**src/hdl/mbss_pkg.sv**
```systemverilog
// ----------------------------------------------------------------------------
// mbss_pkg - shared types and constants
// Item and command layouts, function and exception codes, CRC16 byte step.
// ----------------------------------------------------------------------------
`default_nettype none

package mbss_pkg;

    localparam int NUM_STG     = 6;
    localparam int QUEUE_DEPTH = 4;
    localparam int QPTR_W      = $clog2(QUEUE_DEPTH);

    localparam logic [15:0] CRC_INIT = 16'hFFFF;
    localparam logic [15:0] CRC_POLY = 16'hA001;

    localparam logic [7:0] FUNC_RD_HOLD   = 8'h03;
    localparam logic [7:0] FUNC_RD_INPUT  = 8'h04;
    localparam logic [7:0] FUNC_WR_SINGLE = 8'h06;
    localparam logic [7:0] EXC_FLAG       = 8'h80;
    localparam logic [7:0] EXC_ILL_FUNC   = 8'h01;
    localparam logic [7:0] EXC_ILL_ADDR   = 8'h02;
    localparam logic [7:0] REG_TEMP       = 8'h01;
    localparam logic [7:0] REG_HUM        = 8'h02;
    localparam logic [7:0] BYTES_ONE_REG  = 8'h02;
    localparam logic [7:0] BYTES_TWO_REG  = 8'h04;

    localparam logic [7:0] STATION_RST  = 8'd5;
    localparam logic [7:0] TEMP_LO_RST  = 8'd10;
    localparam logic [7:0] TEMP_HI_RST  = 8'd35;
    localparam logic [7:0] HUM_LO_RST   = 8'd0;
    localparam logic [7:0] HUM_HI_RST   = 8'd100;

    typedef enum logic [3:0] {
        KIND_MEAS     = 4'd0,
        KIND_EXC_FUNC = 4'd1,
        KIND_EXC_ADDR = 4'd2,
        KIND_WRITE    = 4'd3,
        KIND_RD_LIM   = 4'd4,
        KIND_RD_HUM   = 4'd5,
        KIND_RD_T1    = 4'd6,
        KIND_RD_T2    = 4'd7
    } cmd_kind_t;

    typedef struct packed {
        logic              opcode;
        logic [7:0][7:0]   frame;
        logic signed [7:0] temp;
        logic [6:0]        hum;
    } item_t;

    typedef struct packed {
        cmd_kind_t         kind;
        logic [5:0][7:0]   frame;
        logic signed [7:0] temp;
        logic [6:0]        hum;
    } cmd_t;

    function automatic logic [15:0] crc_byte(input logic [15:0] crc_in, input logic [7:0] b);
        logic [15:0] c;
        c = crc_in ^ {8'h00, b};
        for (int k = 0; k < 8; k++) begin
            if (c[0]) begin
                c = (c >> 1) ^ CRC_POLY;
            end else begin
                c = c >> 1;
            end
        end
        return c;
    endfunction

endpackage

`default_nettype wire

```
**src/hdl/mbss_front.sv**
```systemverilog
// ----------------------------------------------------------------------------
// mbss_front - request check and classification
// Pipelined CRC16 over the first six frame bytes, one byte per stage, then
// address check and decode into a command for the back end.
// ----------------------------------------------------------------------------
`default_nettype none

module mbss_front (
    input  wire logic           aclk,
    input  wire logic           aresetn,
    input  wire logic [7:0]     station_address,
    input  wire logic           s_tvalid,
    output logic                s_tready,
    input  wire logic [79:0]    s_tdata,
    input  wire logic           s_tuser,
    output logic                push_valid,
    input  wire logic           push_ready,
    output mbss_pkg::cmd_t      push_data
);
    import mbss_pkg::*;

    item_t                in_item;
    item_t                stg_item_reg [NUM_STG];
    logic [15:0]          stg_crc_reg  [NUM_STG];
    logic [NUM_STG-1:0]   stg_valid_reg;
    logic                 adv;
    item_t                f;
    logic [15:0]          c;
    logic                 crc_ok;
    logic                 addr_ok;
    logic                 drop;
    cmd_kind_t            kind;

    always_comb begin
        in_item.opcode = s_tuser;
        in_item.frame  = s_tdata[63:0];
        in_item.temp   = s_tdata[71:64];
        in_item.hum    = s_tdata[78:72];
    end

    // valid bits
    always_ff @(posedge aclk) begin
        if (!aresetn) begin
            stg_valid_reg <= '0;
        end else if (adv) begin
            stg_valid_reg <= {stg_valid_reg[NUM_STG-2:0], s_tvalid};
        end
    end

    // crc stages
    always_ff @(posedge aclk) begin
        if (adv) begin
            stg_item_reg[0] <= in_item;
            stg_crc_reg[0]  <= crc_byte(CRC_INIT, in_item.frame[0]);
            for (int k = 1; k < NUM_STG; k++) begin
                stg_item_reg[k] <= stg_item_reg[k-1];
                stg_crc_reg[k]  <= crc_byte(stg_crc_reg[k-1], stg_item_reg[k-1].frame[k]);
            end
        end
    end

    always_comb begin
        f       = stg_item_reg[NUM_STG-1];
        c       = stg_crc_reg[NUM_STG-1];
        crc_ok  = (c == {f.frame[7], f.frame[6]});
        addr_ok = (f.frame[0] == station_address);
        drop    = !f.opcode && (!crc_ok || !addr_ok);

        if (f.opcode) begin
            kind = KIND_MEAS;
        end else if (!(f.frame[1] inside {FUNC_RD_HOLD, FUNC_RD_INPUT, FUNC_WR_SINGLE})) begin
            kind = KIND_EXC_FUNC;
        end else if (f.frame[2] != 8'h00 || !(f.frame[3] inside {REG_TEMP, REG_HUM})) begin
            kind = KIND_EXC_ADDR;
        end else if (f.frame[1] == FUNC_WR_SINGLE) begin
            kind = KIND_WRITE;
        end else if (f.frame[1] == FUNC_RD_HOLD) begin
            kind = KIND_RD_LIM;
        end else if (f.frame[3] == REG_HUM) begin
            kind = (f.frame[4] == 8'h00 && f.frame[5] == 8'h01) ? KIND_RD_HUM : KIND_EXC_ADDR;
        end else if (f.frame[4] != 8'h00 || !(f.frame[5] inside {8'h01, 8'h02})) begin
            kind = KIND_EXC_ADDR;
        end else begin
            kind = (f.frame[5] == 8'h01) ? KIND_RD_T1 : KIND_RD_T2;
        end

        push_data.kind  = kind;
        push_data.frame = f.frame[5:0];
        push_data.temp  = f.temp;
        push_data.hum   = f.hum;
        push_valid      = stg_valid_reg[NUM_STG-1] && !drop;
        adv             = !stg_valid_reg[NUM_STG-1] || drop || push_ready;
        s_tready        = adv;
    end

endmodule

`default_nettype wire

```
**src/hdl/mbss_queue.sv**
```systemverilog
// ----------------------------------------------------------------------------
// mbss_queue - command queue
// Short first-in first-out buffer between the front and back ends.
// ----------------------------------------------------------------------------
`default_nettype none

module mbss_queue (
    input  wire logic           aclk,
    input  wire logic           aresetn,
    input  wire logic           push_valid,
    output logic                push_ready,
    input  wire mbss_pkg::cmd_t push_data,
    output logic                pop_valid,
    input  wire logic           pop_ready,
    output mbss_pkg::cmd_t      pop_data
);
    import mbss_pkg::*;

    cmd_t              mem_reg [QUEUE_DEPTH];
    logic [QPTR_W-1:0] wr_ptr_reg, wr_ptr_next;
    logic [QPTR_W-1:0] rd_ptr_reg, rd_ptr_next;
    logic [QPTR_W:0]   count_reg, count_next;
    logic              do_push;
    logic              do_pop;

    always_comb begin
        push_ready  = (count_reg != QUEUE_DEPTH[QPTR_W:0]);
        pop_valid   = (count_reg != '0);
        pop_data    = mem_reg[rd_ptr_reg];
        do_push     = push_valid && push_ready;
        do_pop      = pop_valid && pop_ready;
        wr_ptr_next = do_push ? wr_ptr_reg + 1'b1 : wr_ptr_reg;
        rd_ptr_next = do_pop ? rd_ptr_reg + 1'b1 : rd_ptr_reg;
        count_next  = count_reg;
        if (do_push && !do_pop) begin
            count_next = count_reg + 1'b1;
        end else if (!do_push && do_pop) begin
            count_next = count_reg - 1'b1;
        end
    end

    always_ff @(posedge aclk) begin
        if (!aresetn) begin
            wr_ptr_reg <= '0;
            rd_ptr_reg <= '0;
            count_reg  <= '0;
        end else begin
            wr_ptr_reg <= wr_ptr_next;
            rd_ptr_reg <= rd_ptr_next;
            count_reg  <= count_next;
        end
    end

    always_ff @(posedge aclk) begin
        if (do_push) begin
            mem_reg[wr_ptr_reg] <= push_data;
        end
    end

endmodule

`default_nettype wire

```
**src/hdl/mbss_back.sv**
```systemverilog
// ----------------------------------------------------------------------------
// mbss_back - command execution and reply output
// Holds limits and latest measurement, builds replies and sends them one
// word per cycle while m_tready allows, with the CRC16 worked out on the way.
// ----------------------------------------------------------------------------
`default_nettype none

module mbss_back (
    input  wire logic           aclk,
    input  wire logic           aresetn,
    input  wire logic           pop_valid,
    output logic                pop_ready,
    input  wire mbss_pkg::cmd_t pop_data,
    output logic                m_tvalid,
    input  wire logic           m_tready,
    output logic [15:0]         m_tdata,
    output logic                m_tlast,
    output logic                m_tuser
);
    import mbss_pkg::*;

    typedef enum logic [1:0] {
        ST_IDLE = 2'b01,
        ST_SEND = 2'b10
    } state_t;

    state_t          state_reg, state_next;
    logic [6:0][7:0] buf_reg, buf_next;
    logic [2:0]      len_reg, len_next;
    logic [3:0]      cnt_reg, cnt_next;
    logic [15:0]     crc_reg, crc_next;
    logic [7:0]      t_lo_reg, t_lo_next, t_hi_reg, t_hi_next;
    logic [7:0]      h_lo_reg, h_lo_next, h_hi_reg, h_hi_next;
    logic [7:0]      temp_reg, temp_next;
    logic [6:0]      hum_reg, hum_next;
    logic            m_tvalid_reg, m_tvalid_next;
    logic [7:0]      m_byte_reg, m_byte_next;
    logic            m_alarm_reg, m_alarm_next;
    logic            m_tlast_reg, m_tlast_next;
    logic            m_tuser_reg, m_tuser_next;
    logic            out_free;
    logic            pop;
    cmd_t            cmd;
    logic [7:0]      sx;
    logic [8:0]      t9;

    always_comb begin
        state_next    = state_reg;
        buf_next      = buf_reg;
        len_next      = len_reg;
        cnt_next      = cnt_reg;
        crc_next      = crc_reg;
        t_lo_next     = t_lo_reg;
        t_hi_next     = t_hi_reg;
        h_lo_next     = h_lo_reg;
        h_hi_next     = h_hi_reg;
        temp_next     = temp_reg;
        hum_next      = hum_reg;
        m_tvalid_next = m_tvalid_reg && !m_tready;
        m_byte_next   = m_byte_reg;
        m_alarm_next  = m_alarm_reg;
        m_tlast_next  = m_tlast_reg;
        m_tuser_next  = m_tuser_reg;

        out_free  = !m_tvalid_reg || m_tready;
        pop_ready = (state_reg == ST_IDLE) && out_free;
        pop       = pop_valid && pop_ready;
        cmd       = pop_data;
        sx        = {8{temp_reg[7]}};
        t9        = {cmd.temp[7], cmd.temp};

        if (pop) begin
            crc_next   = CRC_INIT;
            cnt_next   = '0;
            buf_next   = '0;
            state_next = ST_SEND;
            buf_next[0] = cmd.frame[0];
            buf_next[1] = cmd.frame[1];
            case (cmd.kind)
                KIND_MEAS: begin
                    state_next    = ST_IDLE;
                    temp_next     = cmd.temp;
                    hum_next      = cmd.hum;
                    m_tvalid_next = 1'b1;
                    m_tuser_next  = 1'b1;
                    m_tlast_next  = 1'b0;
                    m_byte_next   = 8'h00;
                    m_alarm_next  = ($signed(t9) < $signed({1'b0, t_lo_reg}))
                                 || ($signed(t9) > $signed({1'b0, t_hi_reg}))
                                 || ({1'b0, cmd.hum} < h_lo_reg)
                                 || ({1'b0, cmd.hum} > h_hi_reg);
                end
                KIND_EXC_FUNC, KIND_EXC_ADDR: begin
                    buf_next[1] = cmd.frame[1] | EXC_FLAG;
                    buf_next[2] = (cmd.kind == KIND_EXC_FUNC) ? EXC_ILL_FUNC : EXC_ILL_ADDR;
                    len_next    = 3'd3;
                end
                KIND_WRITE: begin
                    if (cmd.frame[3] == REG_HUM) begin
                        h_lo_next = cmd.frame[4];
                        h_hi_next = cmd.frame[5];
                    end else begin
                        t_lo_next = cmd.frame[4];
                        t_hi_next = cmd.frame[5];
                    end
                    buf_next[5:0] = cmd.frame;
                    len_next      = 3'd6;
                end
                KIND_RD_LIM: begin
                    buf_next[2] = BYTES_ONE_REG;
                    buf_next[3] = (cmd.frame[3] == REG_HUM) ? h_lo_reg : t_lo_reg;
                    buf_next[4] = (cmd.frame[3] == REG_HUM) ? h_hi_reg : t_hi_reg;
                    len_next    = 3'd5;
                end
                KIND_RD_HUM: begin
                    buf_next[2] = BYTES_ONE_REG;
                    buf_next[3] = 8'h00;
                    buf_next[4] = {1'b0, hum_reg};
                    len_next    = 3'd5;
                end
                KIND_RD_T1: begin
                    buf_next[2] = BYTES_ONE_REG;
                    buf_next[3] = sx;
                    buf_next[4] = temp_reg;
                    len_next    = 3'd5;
                end
                KIND_RD_T2: begin
                    buf_next[2] = BYTES_TWO_REG;
                    buf_next[3] = sx;
                    buf_next[4] = temp_reg;
                    buf_next[5] = 8'h00;
                    buf_next[6] = {1'b0, hum_reg};
                    len_next    = 3'd7;
                end
                default: begin
                    state_next = ST_IDLE;
                end
            endcase
        end else if (state_reg == ST_SEND && out_free) begin
            m_tvalid_next = 1'b1;
            m_tuser_next  = 1'b0;
            m_alarm_next  = 1'b0;
            m_tlast_next  = 1'b0;
            cnt_next      = cnt_reg + 1'b1;
            if (cnt_reg < {1'b0, len_reg}) begin
                m_byte_next = buf_reg[0];
                crc_next    = crc_byte(crc_reg, buf_reg[0]);
                buf_next    = {8'h00, buf_reg[6:1]};
            end else if (cnt_reg == {1'b0, len_reg}) begin
                m_byte_next = crc_reg[7:0];
            end else begin
                m_byte_next  = crc_reg[15:8];
                m_tlast_next = 1'b1;
                state_next   = ST_IDLE;
            end
        end
    end

    always_ff @(posedge aclk) begin
        if (!aresetn) begin
            state_reg    <= ST_IDLE;
            m_tvalid_reg <= 1'b0;
            t_lo_reg     <= TEMP_LO_RST;
            t_hi_reg     <= TEMP_HI_RST;
            h_lo_reg     <= HUM_LO_RST;
            h_hi_reg     <= HUM_HI_RST;
            temp_reg     <= '0;
            hum_reg      <= '0;
        end else begin
            state_reg    <= state_next;
            m_tvalid_reg <= m_tvalid_next;
            t_lo_reg     <= t_lo_next;
            t_hi_reg     <= t_hi_next;
            h_lo_reg     <= h_lo_next;
            h_hi_reg     <= h_hi_next;
            temp_reg     <= temp_next;
            hum_reg      <= hum_next;
        end
    end

    always_ff @(posedge aclk) begin
        buf_reg     <= buf_next;
        len_reg     <= len_next;
        cnt_reg     <= cnt_next;
        crc_reg     <= crc_next;
        m_byte_reg  <= m_byte_next;
        m_alarm_reg <= m_alarm_next;
        m_tlast_reg <= m_tlast_next;
        m_tuser_reg <= m_tuser_next;
    end

    assign m_tvalid = m_tvalid_reg;
    assign m_tdata  = {7'b0, m_alarm_reg, m_byte_reg};
    assign m_tlast  = m_tlast_reg;
    assign m_tuser  = m_tuser_reg;

    a_cnt_range: assert property (@(posedge aclk) disable iff (!aresetn)
        state_reg == ST_SEND |-> cnt_reg <= ({1'b0, len_reg} + 4'd1))
        else $error("reply word counter past end of reply");

    a_status_clean: assert property (@(posedge aclk) disable iff (!aresetn)
        m_tvalid_reg && m_tuser_reg |-> !m_tlast_reg && m_byte_reg == 8'h00)
        else $error("alarm status word carries reply fields");

    a_last_word: assert property (@(posedge aclk) disable iff (!aresetn)
        state_reg == ST_SEND && out_free && cnt_reg == ({1'b0, len_reg} + 4'd1)
        |=> m_tvalid_reg && m_tlast_reg && state_reg == ST_IDLE)
        else $error("crc high word not sent as last word");

endmodule

`default_nettype wire

```
**src/hdl/modbus_sensor_slave_responder.sv**
```systemverilog
// ----------------------------------------------------------------------------
// modbus_sensor_slave_responder - sensor node slave responder
// s_ channel: one word per request frame (tuser 0) or measurement (tuser 1).
// tdata from bit 0: frame bytes 0..7, temperature (8, signed), humidity (7).
// m_ channel: tuser 0 words are reply bytes, tlast on the CRC high byte;
// a tuser 1 word carries the alarm status of a measurement.
// tdata from bit 0: tx byte (8), alarm (1).
// cfg_ channel writes the station address; write it only while idle.
// Frames pass a six-stage CRC pipeline and a four-entry command queue to
// the back end, which loads each command and then sends its reply one word
// per cycle while m_tready is high; a measurement gives one status word.
// The four-entry command queue lets new words be taken while a reply goes out.
// Frames with a bad CRC or a foreign address are dropped silently.
// Reset restores station address 5, default limits and zeroed readings.
// A stalled m_ side fills the queue and then holds s_tready low.
// ----------------------------------------------------------------------------
`default_nettype none

module modbus_sensor_slave_responder (
    input  wire logic        aclk,
    input  wire logic        aresetn,
    input  wire logic        s_tvalid,
    output logic             s_tready,
    input  wire logic [79:0] s_tdata,   // frame_byte_0..7, temperature, humidity
    input  wire logic        s_tuser,   // opcode
    output logic             m_tvalid,
    input  wire logic        m_tready,
    output logic [15:0]      m_tdata,   // tx_byte, alarm
    output logic             m_tlast,
    output logic             m_tuser,   // result_kind
    input  wire logic        cfg_valid,
    output logic             cfg_ready,
    input  wire logic [7:0]  cfg_data
);
    import mbss_pkg::*;

    logic [7:0] station_reg;
    logic       push_valid;
    logic       push_ready;
    cmd_t       push_data;
    logic       pop_valid;
    logic       pop_ready;
    cmd_t       pop_data;

    assign cfg_ready = 1'b1;

    always_ff @(posedge aclk) begin
        if (!aresetn) begin
            station_reg <= STATION_RST;
        end else if (cfg_valid && cfg_ready) begin
            station_reg <= cfg_data;
        end
    end

    mbss_front u_front (
        .aclk            (aclk),
        .aresetn         (aresetn),
        .station_address (station_reg),
        .s_tvalid        (s_tvalid),
        .s_tready        (s_tready),
        .s_tdata         (s_tdata),
        .s_tuser         (s_tuser),
        .push_valid      (push_valid),
        .push_ready      (push_ready),
        .push_data       (push_data)
    );

    mbss_queue u_queue (
        .aclk       (aclk),
        .aresetn    (aresetn),
        .push_valid (push_valid),
        .push_ready (push_ready),
        .push_data  (push_data),
        .pop_valid  (pop_valid),
        .pop_ready  (pop_ready),
        .pop_data   (pop_data)
    );

    mbss_back u_back (
        .aclk      (aclk),
        .aresetn   (aresetn),
        .pop_valid (pop_valid),
        .pop_ready (pop_ready),
        .pop_data  (pop_data),
        .m_tvalid  (m_tvalid),
        .m_tready  (m_tready),
        .m_tdata   (m_tdata),
        .m_tlast   (m_tlast),
        .m_tuser   (m_tuser)
    );

endmodule

`default_nettype wire

```
**config.mk**
```make
export PLATFORM = sky130hd
export DESIGN_NAME = modbus_sensor_slave_responder
export DESIGN_NICKNAME = d
export VERILOG_FILES = /design/src/hdl/mbss_pkg.sv /design/src/hdl/mbss_front.sv /design/src/hdl/mbss_queue.sv /design/src/hdl/mbss_back.sv /design/src/hdl/modbus_sensor_slave_responder.sv
export SDC_FILE = /design/constraint.sdc
export NUM_CORES = 1
export LEC_CHECK = 0
export BUFFER_PORTS_ARGS = -buffer_cell sky130_fd_sc_hd__buf_2
export CAP_MARGIN = 20
export CORE_MARGIN = 5
export CORE_UTILIZATION = 45
export CTS_CLUSTER_DIAMETER = 50
export DETAILED_ROUTE_END_ITERATION = 7
export HOLD_SLACK_MARGIN = 0.02
export PLACE_DENSITY = 0.7
export SYNTH_ARGS = -nofsm -noshare
export SYNTH_HDL_FRONTEND = slang
export SYNTH_SLANG_ARGS = --single-unit
```
**constraint.sdc**
```tcl
create_clock -name aclk -period 36.1 [get_ports aclk]
set_input_delay 9.025 -clock aclk [delete_from_list [all_inputs] [get_ports aclk]]
set_output_delay 9.025 -clock aclk [all_outputs]
set_load 0.05 [all_outputs]
```
# --- Yosys cells after proc, flatten, opt, wreduce, memory -nomap -nowiden ---
# Memory sizes are Yosys's and may differ from the RTL's. A register that Yosys moved wholly into a read port is not among the register bits.
# Index checks and enable logic that the tools add are counted.
op_classes:
  add_sub_neg: 5
  n_lt_le_gt_ge: 5
  eq_ne: 24
  n_mux: 177
  n_bitwise: 64
  n_reduce_logical: 54
op_table:
  columns: ["operator", "n"]
  rows:
  - ["2-to-1 mux 16 bit", 125]
  - ["2-to-1 mux 56 bit", 3]
  - ["NOT 2 -> 3 bit", 56]
  - ["XOR 16 x 8 -> 16 bit", 6]
  - ["2-to-1 mux 8 bit", 9]
  - ["one-hot mux 16 bit (4 select lines)", 1]
  - ["== test 8 x 2 -> 1 bit (second input constant)", 4]
  - ["one-hot mux 8 bit (4 select lines)", 1]
  - ["2-to-1 mux 3 bit", 10]
  - ["2-to-1 mux 1 bit", 18]
  - ["== test 16 bit", 1]
  - ["== test 4 x 3 -> 1 bit (second input constant)", 4]
  - ["== test 8 x 1 -> 1 bit (second input constant)", 2]
  - ["== test 8 x 3 -> 1 bit (second input constant)", 2]
  - ["2-to-1 mux 2 bit", 8]
  - ["NOT 8 -> 16 bit", 1]
  - ["nonzero test 8 bit", 2]
  - ["one-hot mux 3 bit (4 select lines)", 1]
  - ["zero test 1 bit", 11]
  - ["logical AND 1 bit", 10]
  - ["AND reduction 2 bit", 5]
  - ["nonzero test 2 bit", 5]
  - ["> comparator 8 x 9 -> 1 bit", 1]
  - ["logical OR 1 bit", 9]
  - ["27 further kinds", 34]
word_totals:
  reg_bits: 161
  ram_bits: 840
  in_bits: 94
  elab_cells: 359
  mem_count: 3
memory_table:
  columns: ["memory", "depth", "word_bits", "rd", "rd_ports_with_merged_regs", "write_ports", "line_no", "text"]
  rows:
  - ["u_front.stg_item_reg", 6, 80, 6, 0, 6, "mbss_front.sv:23", "item_t stg_item_reg [NUM_STG];"]
  - ["u_queue.mem_reg", 4, 66, 1, 1, 1, "mbss_queue.sv:19", "cmd_t mem_reg [QUEUE_DEPTH];"]
  - ["u_front.stg_crc_reg", 6, 16, 6, 0, 6, "mbss_front.sv:24", "logic [15:0] stg_crc_reg [NUM_STG];"]

# --- Longest topological paths before layout ---
# Gate-level depths: netlist of run 1.
depth:
  depth_word: 38
  mapped_depth: 12
  mapped_depth_nobuf: 11

# --- Modules after synthesis ---
# A second synthesis of run 1 with hierarchy kept.
unflattened:
  hier_cells: 2010
  area_unflattened_um2: 36877.9
by_module_without_submodules:
  columns: ["mod", "instances", "cells_per_inst", "area_per_inst_um2"]
  rows:
  - ["mbss_front", 1, 847, 19348.6]
  - ["mbss_queue", 1, 398, 10176.0]
  - ["mbss_back", 1, 738, 7045.5]
  - ["modbus_sensor_slave_responder", 1, 27, 307.8]

# --- Worst setup path after synthesis of run 1 ---
# Ideal clock, no wire load.
synth_path:
  path_kind: "register to output"
  start: "mem u_front.stg_item_reg[5][19] (netlist name)"
  end: "out s_tready"
  arrival_ns: 12.490
  required_ns: 27.075
  slack_ns: 14.585
  stages_incl_launch_ff: 8
  path_buffers: 1
  path_cell_list: "edfxtp_1 > xnor2_1 > nand4_1 > nor4_1 > a31oi_1 > and3b_1 > clkbuf_1 > inv_1"
synth_rtl:
  columns: ["item", "line_no", "text"]
  rows:
  - ["from (decl)", "mbss_front.sv:23", null]
  - ["to (decl)", "modbus_sensor_slave_responder.sv:23", "output logic s_tready,"]

==> results of run 1 <==
## kinds of logic after synthesis
logic type	Yosys count
compound gates	138
simple gates	325
other cells	2
flops	996
mux	138
buf+inv	116
fa+ha+maj	38
xor+xnor	169
## routing by layer
metal | up-vias | part of all wire, % | global-route usage [%]
met5 | - | 0 | 0
met4 | 0 | 3.2 | 5.31
li1 | 7630 | - | -
met1 | 8080 | 41 | 18.5
met2 | 409 | 50 | 24.2
met3 | 119 | 5.1 | 2.82
## cells in the mapped netlist, drive strengths merged (3+ instances only)
| library cell | n | area, um2 |
|---|---|---|
| edfxtp | 903 | 27100 |
| nand2 | 127 | 477 |
| xnor2 | 103 | 902 |
| dfxtp | 93 | 1860 |
| mux2i | 71 | 711 |
| mux4 | 66 | 1490 |
| xor2 | 63 | 552 |
| nor2b | 57 | 357 |
| nor2 | 54 | 203 |
| a21oi | 51 | 255 |
| inv | 45 | 169 |
| clkbuf | 43 | 161 |
| ha | 37 | 463 |
| buf | 27 | 171 |
| o21ai | 25 | 125 |
| and2 | 17 | 106 |
| o221ai | 16 | 140 |
| nand3 | 15 | 75.1 |
| nor3 | 11 | 55.1 |
| nor4 | 11 | 68.8 |
| a211oi | 10 | 75.1 |
| nand4 | 8 | 50.1 |
| a22oi | 7 | 52.6 |
| o211ai | 6 | 45.0 |
| o21a | 6 | 45.0 |
| or3 | 5 | 31.3 |
| and3 | 4 | 25.0 |
| nor3b | 4 | 30.0 |
| nand2b | 3 | 18.8 |
| xnor3 | 3 | 67.6 |
## final timing paths
kind,startpoint,to,slack (ns),depth (start not counted)
max reg2reg,u_front.stg_item_reg[5][16],u_front.stg_item_reg[3][46],30.78,8
min,u_front.stg_item_reg[3][5],u_front.stg_item_reg[4][5],0.40,0
min reg2reg,u_front.stg_item_reg[3][5],u_front.stg_item_reg[4][5],0.40,0
max,u_front.stg_item_reg[5][19],s_tready,23.50,7
## area by class of cell
class	instances	area share [%]
inverter	46	0.439
sequential	996	70.6
tap	1060	3.23
multi-input combinational	816	16.3
clock buffer	124	6.36
clock inverter	58	1.29
timing repair buffer	124	1.74
## placed cells by master, fill, tap and decap left out, types with 8 or more instances in the layout
master and instances:
ha_1 37, mux2i_1 71, nand2_1 126, nand4_1 8, edfxtp_1 903, clkbuf_1 21
o221ai_1 16, nor3_1 11, nor2b_1 57, a21oi_1 51, xor2_1 63, a211oi_1 10
mux4_2 66, nor2_1 54, clkbuf_16 99, and2_1 13, nor4_1 11, xnor2_1 103
nand3_1 15, o21ai_0 25, clkinv_1 21, buf_4 16, buf_2 105, clkinv_2 16
dfxtp_1 91, conb_1 8, inv_1 43
## worst max-delay path, delay by kind of cell (launching register included)
family | cells | cell delay, ns
compound gates | 1 | 0.31
xor+xnor | 1 | 0.31
buf+inv | 2 | 0.58
flops | 1 | 0.49
simple gates | 3 | 1.17
## power by group through the flow
stage	Combinational (mW)	Clock, mW	Sequential [mW]
after floorplan	0.380	0	1.50
after global placement	0.491	0	1.52
final	0.498	0.977	1.50
after CTS	0.508	1.00	1.50
after detailed placement	0.504	0	1.52
after global routing	0.546	1.05	1.51
## stage by stage
step | hold slack [ns] | cell area (um2) | worst slack [ns] | cells | power, mW
floorplan | 0.400 | 36200 | 14.59 | 1928 | 1.88
global placement | 0.401 | 37800 | 24.05 | 3039 | 2.01
detailed placement | 0.405 | 37800 | 24.08 | 3039 | 2.03
CTS | 0.394 | 41000 | 23.36 | 3221 | 3.01
global route | 0.402 | 41100 | 23.27 | 3224 | 3.11
finish | 0.401 | 41100 | 23.50 | 3224 | 2.97
==> flow_summary.toml, run 1 <==
[outcome]
status = "finished, final reports clean"

[sta]
worst_slew_pin_slew_ns = 1.10
rsz0062_at_grt = "false"
setup_viol = 0
finalCritPeriodShare_pct = 34.9
finClkSkew_ns = 0.0274
slew_headroom_pct = 26.4
hold_violations = 0
fin_tns_setup_ns = 0
fin_crit_ns = 12.60
fmax_mhz = 79.4
drv_slew = 0

[synthesis]
synth_top_family_by_area = "multiplexers"
yosys.area_share.simple_pct = 4.36
netlist_instances = 1922
syn_area_per_cell_um2 = 18.8
synthAdderAreaFrac_pct = 1.34
yosys_warnings = 0
synth_flop_cell = "edfxtp_1"
synth_edf_count = 903
synth_compound_area_share_pct = 2.42
async_flop_share_pct = 0
ys_ff_latch = 996
syn_area_mm2 = 0.0362
synth_xor_area_share_pct = 4.21
synth.distinct_cells = 57
seq_area_frac_synth_pct = 80.2
synth.area.mux_share_pct = 6.11

[clock_network]
cts_sinks = 996
insertion_delay_ns = 0.64
clockRootBuffer = "clkbuf_16"
post_cts_resized = 0
cts_setup_buffers = 0
numCtsBuffers = 98
cts.hold.buffers_added = 0
clockBufferDepth = 3
clkTransAtPathRegs_ns = 0.06
cts_tree = "done"
cts-htree-levels = 3

[placement]
port_buffers = 105
place.gp.congestion = 0.843
dp_hpwl_um = 38300

[grt]
grt_usage_pct = 14.3
antenna_found_initial = 1
grt_max_degree = 92
grt_pass1_vias = 16800
grt_pass1_wl_um = 95700
grt_overflow = 0

[floorplanning]
die_w_um = 293
die_area_mm2 = 0.0861
die_h_um = 293
core_area_mm2 = 0.0802
rows = 104
start_util_pct = 45.1
io_pins = 115

[finish]
diodes = 0
final_util_pct = 51.2
drive_gt1_share_pct = 15.8
nFillCells = 6436
largest_reg_flops = 480
area_growth_pct = 13.6
seq_area_mm2 = 0.0290
multi_input_area_mm2 = 0.00670
final_nets = 2214

[worst_setup_path]
arrival_ns = 3.57
cpMaxStageDelayCell = "and3b_1"
path_cells = "xnor2_1 > nand4_1 > nor4_1 > a31oi_1 > and3b_1 > inv_8 > buf_2"
path_class = "reg2out"
path_max_fanout = 52
critPathCaptureType = "output port"
slowest_delay_ns = 0.62
cp_data_required_time_ns = 27.07
startpoint_type = "flop"

[power_and_ir_drop]
vdd_drop_max_mv = 0.0461
powerDensity_mw_per_mm2 = 72.5
p_clk_share_pct = 32.9
swShare_pct = 25.7
p_leak_nw = 14.5
switchingPower_uw = 765
p_int_mw = 2.21
comb_power_share_pct = 16.7
p_seq_share_pct = 50.4

[detailed_routing]
wl_um = 61800
vias = 16200
detail_route.vias_per_cell = 5.04
routedWlPerCell_um = 19.2
drt_iter0_markers = 1151
detail-route-antenna-nets = 0
drc = 0
dr.pass1.iters = 5

[worst_hold_path]
hp-class = "reg2reg"

[job]
maxCapViolations = 0
Power figures use the tool's default switching activity.
==> run 2: changes to the inputs <==
==> constraint.sdc (replaced) <==
create_clock -name aclk -period 13.2 [get_ports aclk]
set_input_delay 3.3 -clock aclk [delete_from_list [all_inputs] [get_ports aclk]]
set_output_delay 3.3 -clock aclk [all_outputs]
set_load 0.05 [all_outputs]
==> run 2 against run 1 <==
Net effect: final cell count grew 0.19%; non-clock buffer count is the same; clock power grew to 2.7 times the previous value; routed wire length shrank 1.2%; flip-flop and latch count is the same; sequential share of layout area shrank 0.075 points; design area grew 0.11%; core utilization grew 0.055 points; critical path depth grew 1; sequential power grew to 2.7 times the previous value; clock-buffer cell count shrank 2; critical endpoint unchanged; highest routed layer unchanged.
==> flow_summary.toml, run 2 (same netlist as run 1, synthesis figures left out) <==
[detailed_routing]
drt_iter0_markers = 1168
wl_um = 61100
detail_route.vias_per_cell = 5.00
routedWlPerCell_um = 18.9
dr.pass1.iters = 5
vias = 16100
detail-route-antenna-nets = 0
drc = 0

[worst_setup_path]
cp_data_required_time_ns = 9.90
r2r-start = "u_front.stg_item_reg[5][16]"
startpoint_type = "flop"
crit_buf_inv = 3
cp_top_family = "simple AND/OR/NAND/NOR gates"
path_cells = "xnor2_1 > nand4_1 > nor4_1 > a31oi_1 > and3b_1 > clkinvlp_4 > buf_4 > buf_2"
path_max_fanout = 30
slowest_delay_ns = 0.55
cpMaxStageDelayCell = "and3b_1"
critPathCaptureType = "output port"
startpoint = "u_front.stg_item_reg[5][22]"
arrival_ns = 3.63
path_class = "reg2out"

[placement]
port_buffers = 105
dp_hpwl_um = 38300
place_inst = 3039
pre_cts_ws_ns = 6.88
place.gp.congestion = 0.851
placed_cell_area_mm2 = 0.0379

[finish]
final_nets = 2216
layout_common_cells = "903 x edfxtp_1, 126 x nand2_1, 105 x buf_2"
fin_area_mm2 = 0.0411
drive_gt1_share_pct = 15.8
area_growth_pct = 13.7
fin_cells = 3230
largest_reg_flops = 480
final_common_cell = "edfxtp_1"
diodes = 0

[grt]
grt_pass1_wl_um = 95100
grt_overflow = 0
grt_usage_pct = 14.1
grt_pass1_vias = 16700
grt_max_degree = 174
antenna_found_initial = 0

[power_and_ir_drop]
vdd_drop_max_mv = 0.121
p_leak_nw = 14.5
powerDensity_mw_per_mm2 = 197
finalPower_mw = 8.09

[clock_network]
cts.hold.buffers_added = 0
cts_tree = "done"
insertion_delay_ns = 0.65
numCtsBuffers = 100
cts_setup_buffers = 0
post_cts_resized = 0
clockBufferDepth = 3
clkTransAtPathRegs_ns = 0.06
cts_sinks = 996
cts-htree-levels = 3
clockRootBuffer = "clkbuf_16"

[sta]
fin_crit_ns = 6.93
finalCritPeriodShare_pct = 52.5
worst_slew_pin_slew_ns = 1.14
fin_tns_setup_ns = 0
fin_ws_ns = 6.27
hold_violations = 0
fmax_mhz = 144
drv_slew = 0
rsz0062_at_grt = "false"
setup_viol = 0
finClkSkew_ns = 0.0289
slew_headroom_pct = 24.1

[worst_hold_path]
min_from = "u_front.stg_item_reg[4][49]"
hp-class = "reg2reg"

[floorplanning]
io_pins = 115
rows = 104
die_h_um = 293
start_util_pct = 45.1
core_area_mm2 = 0.0802
die_area_mm2 = 0.0861
die_w_um = 293

[outcome]
status = "finished, final reports clean"

[job]
maxCapViolations = 0
run 2: cell count changes in the layout (fill, tap and decap cells not counted), sizes merged:
cell,previous run,this run
bufinv,7,4
clkbuf,124,122
clkinv,44,53
clkinvlp,2,5
inv,51,50
run 2: per-layer routing:
| layer | track usage (%) | share of wire [%] | up-vias |
|---|---|---|---|
| met4 | 5.14 | 2.8 | 0 |
| met3 | 2.34 | 4.2 | 102 |
| met1 | 18.5 | 42 | 8046 |
| met5 | 0 | 0 | - |
| met2 | 24.1 | 51 | 353 |
| li1 | - | - | 7636 |
run 2: stage by stage:
step,hold WS [ns],util [%]
after floorplan,0.400,-
after global placement,0.401,47.2
after detailed placement,0.405,47.2
after CTS,0.401,51.2
after global routing,0.404,51.3
final,0.398,51.3
run 2: worst paths after layout:
path | end | slack (ns) | cells past startpoint
setup / recovery | s_tready | 6.27 | 8
hold / removal | u_front.stg_item_reg[5][49] | 0.40 | 0
setup reg to reg | u_front.stg_item_reg[2][75] | 8.10 | 9
hold reg to reg | u_front.stg_item_reg[5][49] | 0.40 | 0
run 2: layout make-up:
type	instances	area, um2
clock buffer	122	2580
clock inverter	66	571
fill	6373	39100
inverter	46	176
multi-input combinational	816	6700
sequential	996	29000
tap	1060	1330
timing repair buffer	124	749
run 2: power by group:
| group | switching, mW | leakage, nW | internal (mW) |
|---|---|---|---|
| Sequential | 0.176 | 9.83 | 3.92 |
| Clock | 1.15 | 1.52 | 1.49 |
| Combinational | 0.775 | 3.17 | 0.573 |
==> run 3: changes to the inputs <==
==> constraint.sdc (replaced) <==
create_clock -name aclk -period 6.86 [get_ports aclk]
set_input_delay 1.715 -clock aclk [delete_from_list [all_inputs] [get_ports aclk]]
set_output_delay 1.715 -clock aclk [all_outputs]
set_load 0.05 [all_outputs]
==> run 3 against run 2 <==
Net effect: hold slack gained 0.0050 ns; flip-flop and latch count unchanged; die area unchanged; sequential share of layout area shrank 0.11 points; power increased by 95%; critical path type unchanged; critical endpoint unchanged; largest cell class unchanged.
==> flow_summary.toml, run 3 (same netlist as run 1, synthesis figures left out) <==
[detailed_routing]
wl_um = 61100
detail_route.vias_per_cell = 5.02
routedWlPerCell_um = 18.9
drt_iter0_markers = 1105
detail-route-antenna-nets = 0
drc = 0
dr.pass1.iters = 5
vias = 16200

[grt]
grt_overflow = 0
grt_pass1_vias = 16700
antenna_found_initial = 0
grt_max_degree = 194
grt_pass1_wl_um = 94800
grt_usage_pct = 14.1

[clock_network]
post_cts_resized = 0
numCtsBuffers = 100
cts-htree-levels = 3
cts_setup_buffers = 0
clockBufferDepth = 3
clockRootBuffer = "clkbuf_16"
cts.hold.buffers_added = 0
clkTransAtPathRegs_ns = 0.06
insertion_delay_ns = 0.66
cts_tree = "done"
cts_sinks = 996

[worst_setup_path]
critPathCaptureType = "output port"
path_cells = "xnor2_1 > nand4_1 > nor4_1 > a31oi_1 > and3b_1 > clkinvlp_4 > buf_2"
cp_top_family = "buffers and inverters"
cp_data_required_time_ns = 5.14
crit_buf_inv = 2
slowest_delay_ns = 0.89
path_max_fanout = 32
cpMaxStageDelayCell = "clkinvlp_4"
reg2regPathDepth = 8
startpoint_type = "flop"
r2r-start = "u_front.stg_item_reg[5][18]"
timing.rr.end = "u_front.stg_item_reg[3][18]"
arrival_ns = 4.40
path_class = "reg2out"
rrSetupSlack_ns = 1.85

[sta]
worst_slew_pin_slew_ns = 1.12
fin_tns_setup_ns = 0
fin_ws_ns = 0.741
drv_slew = 0
setup_viol = 0
rsz0062_at_grt = "false"
finalCritPeriodShare_pct = 89.2
fin_crit_ns = 6.12
slew_headroom_pct = 25.3
fmax_mhz = 163
hold_violations = 0
finClkSkew_ns = 0.0384

[power_and_ir_drop]
finalPower_mw = 15.7
vdd_drop_max_mv = 0.226
p_clk_share_pct = 33.4
powerDensity_mw_per_mm2 = 383
comb_power_share_pct = 16.4
p_leak_nw = 14.6
switchingPower_mw = 4.06
p_seq_share_pct = 50.2
swShare_pct = 25.8
p_int_mw = 11.7

[finish]
drive_gt1_share_pct = 16.2
largest_reg_flops = 480
layout_common_cells = "903 x edfxtp_1, 126 x nand2_1, 105 x buf_2"
final_nets = 2215
area_growth_pct = 13.8
diodes = 0
final_util_pct = 51.3
final_common_cell = "edfxtp_1"

[placement]
pre_cts_ws_ns = 1.32
port_buffers = 105
place.gp.congestion = 0.843
dp_hpwl_um = 38500

[outcome]
status = "finished, final reports clean"

[floorplanning]
core_area_mm2 = 0.0802
die_w_um = 293
die_h_um = 293
io_pins = 115
die_area_mm2 = 0.0861
rows = 104
start_util_pct = 45.1

[worst_hold_path]
min_from = "u_front.stg_item_reg[4][54]"
min_path_cells = 0
hold_end = "u_front.stg_item_reg[5][54]"
hp-class = "reg2reg"

[job]
maxCapViolations = 0
-- run 3: cell types whose count changed in the layout (fill, tap and decap cells not counted), sizes merged --
cell / change
clkinvlp: -2
buf: -1
clkinv: -5
bufinv: +3
clkbuf: +2
inv: +1
-- run 3: layer usage --
metal / GRT usage [%] / wire (um) / vias to the layer above
met2: 24.3 / 31100 / 393
met3: 2.36 / 2780 / 95
li1: - / - / 7640
met5: 0 / 0 / -
met1: 18.4 / 25500 / 8069
met4: 5.12 / 1670 / 0
-- run 3: layout make-up --
| class | count | area [um2] |
|---|---|---|
| clock buffer | 124 | 2630 |
| clock inverter | 63 | 641 |
| fill | 6365 | 39000 |
| inverter | 46 | 176 |
| multi-input combinational | 816 | 6700 |
| sequential | 996 | 29000 |
| tap | 1060 | 1330 |
| timing repair buffer | 123 | 693 |
-- run 3: power by group through the flow --
stage | Combinational [mW] | Clock, mW | Sequential (mW)
6_report | 2.59 | 5.26 | 7.90
4_1_cts | 2.64 | 5.40 | 7.91
3_3_place_gp | 2.56 | 0 | 8.01
2_1_floorplan | 2.00 | 0 | 7.89
3_5_place_dp | 2.63 | 0 | 8.03
5_1_grt | 2.84 | 5.68 | 7.97
-- run 3: how the worst max path moves through the flow --
| stage | from | endpoint | cells past startpoint |
|---|---|---|---|
| 6_report | u_front.stg_item_reg[5][18] | s_tready | 7 |
| 2_1_floorplan | u_front.stg_item_reg[5][22] | u_front.stg_crc_reg[0][0] | 7 |
| 3_3_place_gp | u_front.stg_item_reg[5][22] | s_tready | 7 |
| 5_1_grt | u_front.stg_item_reg[5][18] | s_tready | 7 |
| 3_5_place_dp | u_front.stg_item_reg[5][18] | s_tready | 7 |
| 4_1_cts | u_front.stg_item_reg[5][18] | s_tready | 7 |
-- run 3: through the flow --
stage	hold WS, ns	instance area, um2	instances
floorplan	0.400	36200	1928
global placement	0.401	37900	3040
detailed placement	0.405	37900	3040
CTS	0.394	41100	3227
global route	0.406	41200	3228
finish	0.403	41200	3228
